--- src/rtl/debounced_lap_timer_macros.svh ---
// Assertion macros for the debounced lap timer.
// Users must have clk and rst in scope; no other dependencies.
`ifndef DEBOUNCED_LAP_TIMER_MACROS_SVH
`define DEBOUNCED_LAP_TIMER_MACROS_SVH

// Condition that must hold in the same cycle as the trigger.
`define DLT_ASSERT_HOLDS(name, pre, post, msg) \
  name: assert property (@(posedge clk) disable iff (rst) (pre) |-> (post)) \
    else $error(msg);

// Condition that must hold in the cycle after the trigger.
`define DLT_ASSERT_NEXT(name, pre, post, msg) \
  name: assert property (@(posedge clk) disable iff (rst) (pre) |=> (post)) \
    else $error(msg);

`endif

--- src/rtl/dlt_cdiv.sv ---
// Pipelined long division by a constant, a few quotient bits per stage.
// Carries side data alongside; each stage has its own valid and ready.
module dlt_cdiv #(
  parameter int DIVIDEND_W = 40,
  parameter int DIVISOR    = 234375,
  parameter int REM_W      = 18,
  parameter int QUOT_W     = 16,
  parameter int STEP_N     = 4,
  parameter int SIDE_W     = 8
) (
  input  logic                  clk,
  input  logic                  rst,
  input  logic                  req_valid,
  output logic                  req_ready,
  input  logic [DIVIDEND_W-1:0] dividend,
  input  logic [SIDE_W-1:0]     req_side,
  output logic                  rsp_valid,
  input  logic                  rsp_ready,
  output logic [QUOT_W-1:0]     quotient,
  output logic [REM_W-1:0]      remainder,
  output logic [SIDE_W-1:0]     rsp_side
);

  localparam int STAGE_N = (DIVIDEND_W + STEP_N - 1) / STEP_N;
  localparam logic [REM_W:0] DIV_C = (REM_W + 1)'(DIVISOR);

  typedef struct packed {
    logic [DIVIDEND_W-1:0] bits;
    logic [REM_W-1:0]      rem;
    logic [QUOT_W-1:0]     quot;
    logic [SIDE_W-1:0]     side;
  } lane_t;

  lane_t pipe [STAGE_N];
  lane_t src [STAGE_N];
  lane_t pipe_next [STAGE_N];
  logic  vld [STAGE_N];
  logic  vin [STAGE_N];
  logic  rdy [STAGE_N+1];

  assign rdy[STAGE_N] = rsp_ready;
  assign req_ready    = rdy[0];

  for (genvar s = 0; s < STAGE_N; s++) begin : g_stage
    if (s == 0) begin : g_first
      assign src[s] = '{bits: dividend, rem: '0, quot: '0, side: req_side};
      assign vin[s] = req_valid;
    end else begin : g_rest
      assign src[s] = pipe[s-1];
      assign vin[s] = vld[s-1];
    end

    assign rdy[s] = !vld[s] || rdy[s+1];

    always_comb begin
      lane_t          w;
      logic [REM_W:0] t;
      logic           geq;
      w = src[s];
      for (int j = 0; j < STEP_N; j++) begin
        if (s * STEP_N + j < DIVIDEND_W) begin
          t      = {w.rem, w.bits[DIVIDEND_W-1]};
          w.bits = w.bits << 1;
          geq    = (t >= DIV_C);
          w.quot = {w.quot[QUOT_W-2:0], geq};
          w.rem  = geq ? REM_W'(t - DIV_C) : REM_W'(t);
        end
      end
      pipe_next[s] = w;
    end

    always_ff @(posedge clk) begin
      if (rst) begin
        vld[s] <= 1'b0;
      end else if (rdy[s]) begin
        vld[s] <= vin[s];
      end
    end

    always_ff @(posedge clk) begin
      if (rdy[s] && vin[s]) begin
        pipe[s] <= pipe_next[s];
      end
    end
  end

  assign rsp_valid = vld[STAGE_N-1];
  assign quotient  = pipe[STAGE_N-1].quot;
  assign remainder = pipe[STAGE_N-1].rem;
  assign rsp_side  = pipe[STAGE_N-1].side;

endmodule

--- config.mk ---
export PLATFORM = sky130hd
export DESIGN_NAME = dlt_cdiv
export DESIGN_NICKNAME = d
export VERILOG_FILES = /design/src/rtl/debounced_lap_timer_macros.svh /design/src/rtl/dlt_cdiv.sv
export SDC_FILE = /design/constraint.sdc
export NUM_CORES = 1
export LEC_CHECK = 0
export ABC_AREA = 1
export BUFFER_PORTS_ARGS = -buffer_cell sky130_fd_sc_hd__clkbuf_2
export CAP_MARGIN = 25
export CORE_ASPECT_RATIO = 1.5
export CORE_MARGIN = 2
export CORE_UTILIZATION = 40
export CTS_CLUSTER_SIZE = 8
export DETAILED_ROUTE_END_ITERATION = 8
export GPL_ROUTABILITY_DRIVEN = 0
export PLACE_DENSITY_LB_ADDON = 0.3
export SLEW_MARGIN = 20
export SYNTH_ARGS = -nofsm -noshare
export SYNTH_HDL_FRONTEND = slang
export SYNTH_SLANG_ARGS = --single-unit
--- constraint.sdc ---
create_clock -name clk -period 9.1 [get_ports clk]
set_input_delay 1.365 -clock clk [delete_from_list [all_inputs] [get_ports clk]]
set_output_delay 1.365 -clock clk [all_outputs]
set_load 0.005 [all_outputs]
# After elaboration in Yosys (flattened, before gate mapping)
# Memories as Yosys holds them, arrays and structs flattened.
# Index checks and enable logic that the tools add are counted.
# op_classes
add_sub_neg,40
magnitude_cmp,40
n_mux,102
bitwise,10
reduce_logical,30
# ops
op,count
$ge 19x18->1 const B,39
$mux 18,40
$sub 18x18->18 const B,39
$mux 1,62
$ge 1x18->1 const B,1
$sub 1x18->18 const B,1
$logic_and 1x1->1,10
$logic_not 1->1,10
$logic_or 1x1->1,10
$or 1x1->1,10
# word_totals
regBits,0
ram_bits,790
out_inout_bits,44
elab_cells,224
memories,2
# memory_table
memory,depth,word_bits,rd,rd_ports_with_merged_regs,wr,line_no,source
pipe,10,78,10,0,10,dlt_cdiv.sv:34,lane_t pipe [STAGE_N];
vld,10,1,10,0,10,dlt_cdiv.sv:37,logic vld [STAGE_N];

# Logic depth before layout (Yosys ltp)
# An unclocked memory read counts as a cell.
# depth
word_depth,16
depth_mapped,42

# Least setup slack after synthesis
# OpenSTA, ideal clock, no wires.
# synth_timing
kind,flip-flop to flip-flop
from,mem pipe[6][24] in the netlist's numbering
to,"mem pipe[7][34] in the netlist's numbering, data pin"
setup_time_ns,0.256
arrival_time_ns,4.430
required_time_ns,8.844
setup_slack_ns,4.415
stages_incl_launch_ff,37
path_cell_list,edfxtp_1 > ha_1 > nand2_2 > nor2_1 > nand3_1 > nor2_1 > nor2_2 > nand3_1 > nand2_2 > ha_1 > nand3_1 > inv_1 > nand2_1 > nor2_1 > nand3_4 > nand3_2 > buf_6 > nand2_1 > nand2_1 > ha_1 > inv_1 > nor2_1 > nand3_1 > nor2_1 > nand3_4 > nand3_4 > buf_6 > nand2_1 > nand2_2 > ha_1 > nand3_1 > nor2_1 > nand3_2 > and2_1 > buf_6 > nand3_1 > nand2_1
# synth_lines
item,line_no
"start, declared",dlt_cdiv.sv:34

==> results.yml <==
outcome:
  status: "finished clean"
final_layout:
  syn_to_final_growth_pct: 9.039
  final_nets: 4674
  final_common_cell: "nand2_1"
  fillers: 8553
  n_antenna_cell: 0
  final_cell_mix: "1598 x nand2_1, 458 x edfxtp_1, 445 x inv_1"
  drive_above_1_share_pct: 15.02
  finalCoreUtilization_pct: 43.85
  final_cell_area_um2: 37160
critical_path:
  crit_fanout: 23
  cp.arrival_ns: 7.06
  required_ns: 9.43
  crit_family: "simple AND/OR/NAND/NOR gates"
  max_stage_delay_ns: 0.54
  criticalPathCategory: "flip-flop to flip-flop"
  crit_top_cell: "nand2_1"
  cp-end-kind: "flip-flop"
  startpoint_type: "flip-flop"
  path_buf_inv: 2
  cp_slowest_cell: "a21boi_2"
global_route:
  grt_max_degree: 49
  grtUsageMet1_pct: 19.44
  use_met2_pct: 34.96
  grt.overflow.total: 0
  grtUsageTotal_pct: 18.35
  first_global_vias: 27250
  grt_busiest_layer: "met2"
  met3_usage_pct: 2.144
  antenna_found_initial: 1
  grt_pass1_wl_um: 132500
sta:
  fmax_mhz: 148.5
  drv_slew: 0
  setup_viol: 0
  final.period_utilization_pct: 73.98
  rsz0062_at_grt: "false"
  maxSlewHeadroom_pct: 45.66
  clock_skew_ns: 0.03387
  tns_ns: 0
  whs_ns: 0.3913
  period_minus_slack_ns: 6.732
  hold_viol: 0
  worstMarginPinSlew_ns: 0.8142
cts:
  cts_max_path_buffers: 3
  numCtsBuffers: 67
  clockRootBuffer: "clkbuf_16"
  clock_latency_ns: 0.61
  htreeDepth: 3
  cts_hold_buffers: 0
  path_clk_slew_ns: 0.05
  post_cts_buffers: 0
  cts_tree: "built"
  cts_resized: 0
  clkSinkCount: 458
drt:
  via_count: 28810
  drc: 0
  routed_via_density: 5.022
  wl_um: 81880
  drt_iter0_drc: 1595
  wl_per_cell_um: 14.27
  antenna_left: 0
  first_pass_iters: 7
floorplan:
  dieWidth_um: 242.3
  core_um2: 84740
  fp.dieH_um: 361.5
  die-area_um2: 87600
  rows: 131
  initial_core_util_pct: 40.22
  ios: 96
logic_synthesis:
  syn_area_um2: 34080
  ys_async_sr_fraction_pct: 0
  syn_nets: 4596
  ys_types: 49
  synthFlopType: "edfxtp_1"
  synth_edf_count: 458
  synth_area_per_cell_um2: 7.538
  synthCells: 4521
  ys_seq_elements: 458
  synth_seq_area_share_pct: 40.35
  yosysWarningCount: 0
placement:
  dpl.hpwl_um: 63520
  place_area_um2: 35240
  io_buffers: 95
power_and_ir_drop:
  total_power_w: 0.004966
  ir_drop_uv: 158.8
  power_leakage_nw: 16.82
  powerDensity_nw_per_um2: 133.6
hold_path:
  min_path_type: "flip-flop to flip-flop"
run:
  cap_violations: 0
==> per-layer routing <==
metal	vias up	part of all wire, %
li1	14880	-
met1	13070	39
met2	607	53
met3	257	3.2
met4	2	5.3
met5	-	0.015
==> metrics by stage <==
step | setup WS (ns) | cells
after detailed placement | 2.388 | 5658
after global routing | 1.609 | 5737
after CTS | 2.388 | 5735
after floorplan | 4.415 | 4521
after global placement | 2.501 | 5658
final | 2.368 | 5737
==> state kept, by name (all words and copies together) (netlist names) <==
| register | cells |
|---|---|
| pipe | 448 |
| vld | 10 |
==> cell families (layout without fill, tap and decap cells) <==
| group | Yosys count | in the layout | synth area share [%] |
|---|---|---|---|
| DFF | 458 | 458 | 40.35 |
| AOI/OAI and AO/OA | 158 | 158 | 3.095 |
| xor gates and xnor gates | 197 | 197 | 5.063 |
| adders and majority gates | 23 | 23 | 0.8444 |
| buffers and inverters | 631 | 717 | 8.330 |
| and+or+nand+nor | 3054 | 3054 | 42.31 |
==> report_power, final <==
group | total [W] | internal [W] | switching, W
clock | 0.00224 | 0.00135 | 0.000892
sequential | 0.00240 | 0.00238 | 0.0000207
combinational | 0.000326 | 0.000103 | 0.000223
total | 0.00497 | 0.00383 | 0.00114
==> Yosys cell counts, types with 21 or more instances <==
cell / count / area (um2)
nor2_2: 96 / 600.6
inv_1: 450 / 1689
nand3_2: 44 / 440.4
nor3_1: 24 / 120.1
inv_2: 83 / 311.6
o21ai_1: 23 / 115.1
buf_2: 24 / 120.1
o21ai_2: 39 / 341.6
a21oi_1: 28 / 140.1
nor2_1: 386 / 1449
xor2_1: 192 / 1682
o21ai_0: 45 / 225.2
edfxtp_1: 458 / 13750
nor2_4: 31 / 349.1
nand2_1: 1598 / 5998
nand4_1: 221 / 1383
nand3_1: 421 / 2107
nand3_4: 26 / 455.4
buf_6: 46 / 518.0
ha_1: 23 / 287.8
nand2_2: 137 / 857.1
nand2_4: 21 / 236.5
==> path summary, 6_finish.rpt <==
path / from / endpoint / slack [ns] / cells after the start
max: pipe[5][36]$_DFFE_PP_ / pipe[6][34]$_DFFE_PP_ / 2.37 / 29
min: pipe[8][1]$_DFFE_PP_ / pipe[9][1]$_DFFE_PP_ / 0.39 / 0
max reg2reg: pipe[5][36]$_DFFE_PP_ / pipe[6][34]$_DFFE_PP_ / 2.37 / 29
min reg2reg: pipe[8][1]$_DFFE_PP_ / pipe[9][1]$_DFFE_PP_ / 0.39 / 0
==> cell type report <==
type                    instances  area, um2  share of cell area (%)
multi-input cells            3432      17530                   47.16
flip-flops and latches        458      13750                   37.01
inverters                     536       2016                   5.424
clock buffers                  69       1684                   4.532
well taps                    1130       1414                   3.805
repair buffers                104      583.1                   1.569
clock inverters                 8      185.2                  0.4983
Note: power is estimated with default switching activity, not from simulation.
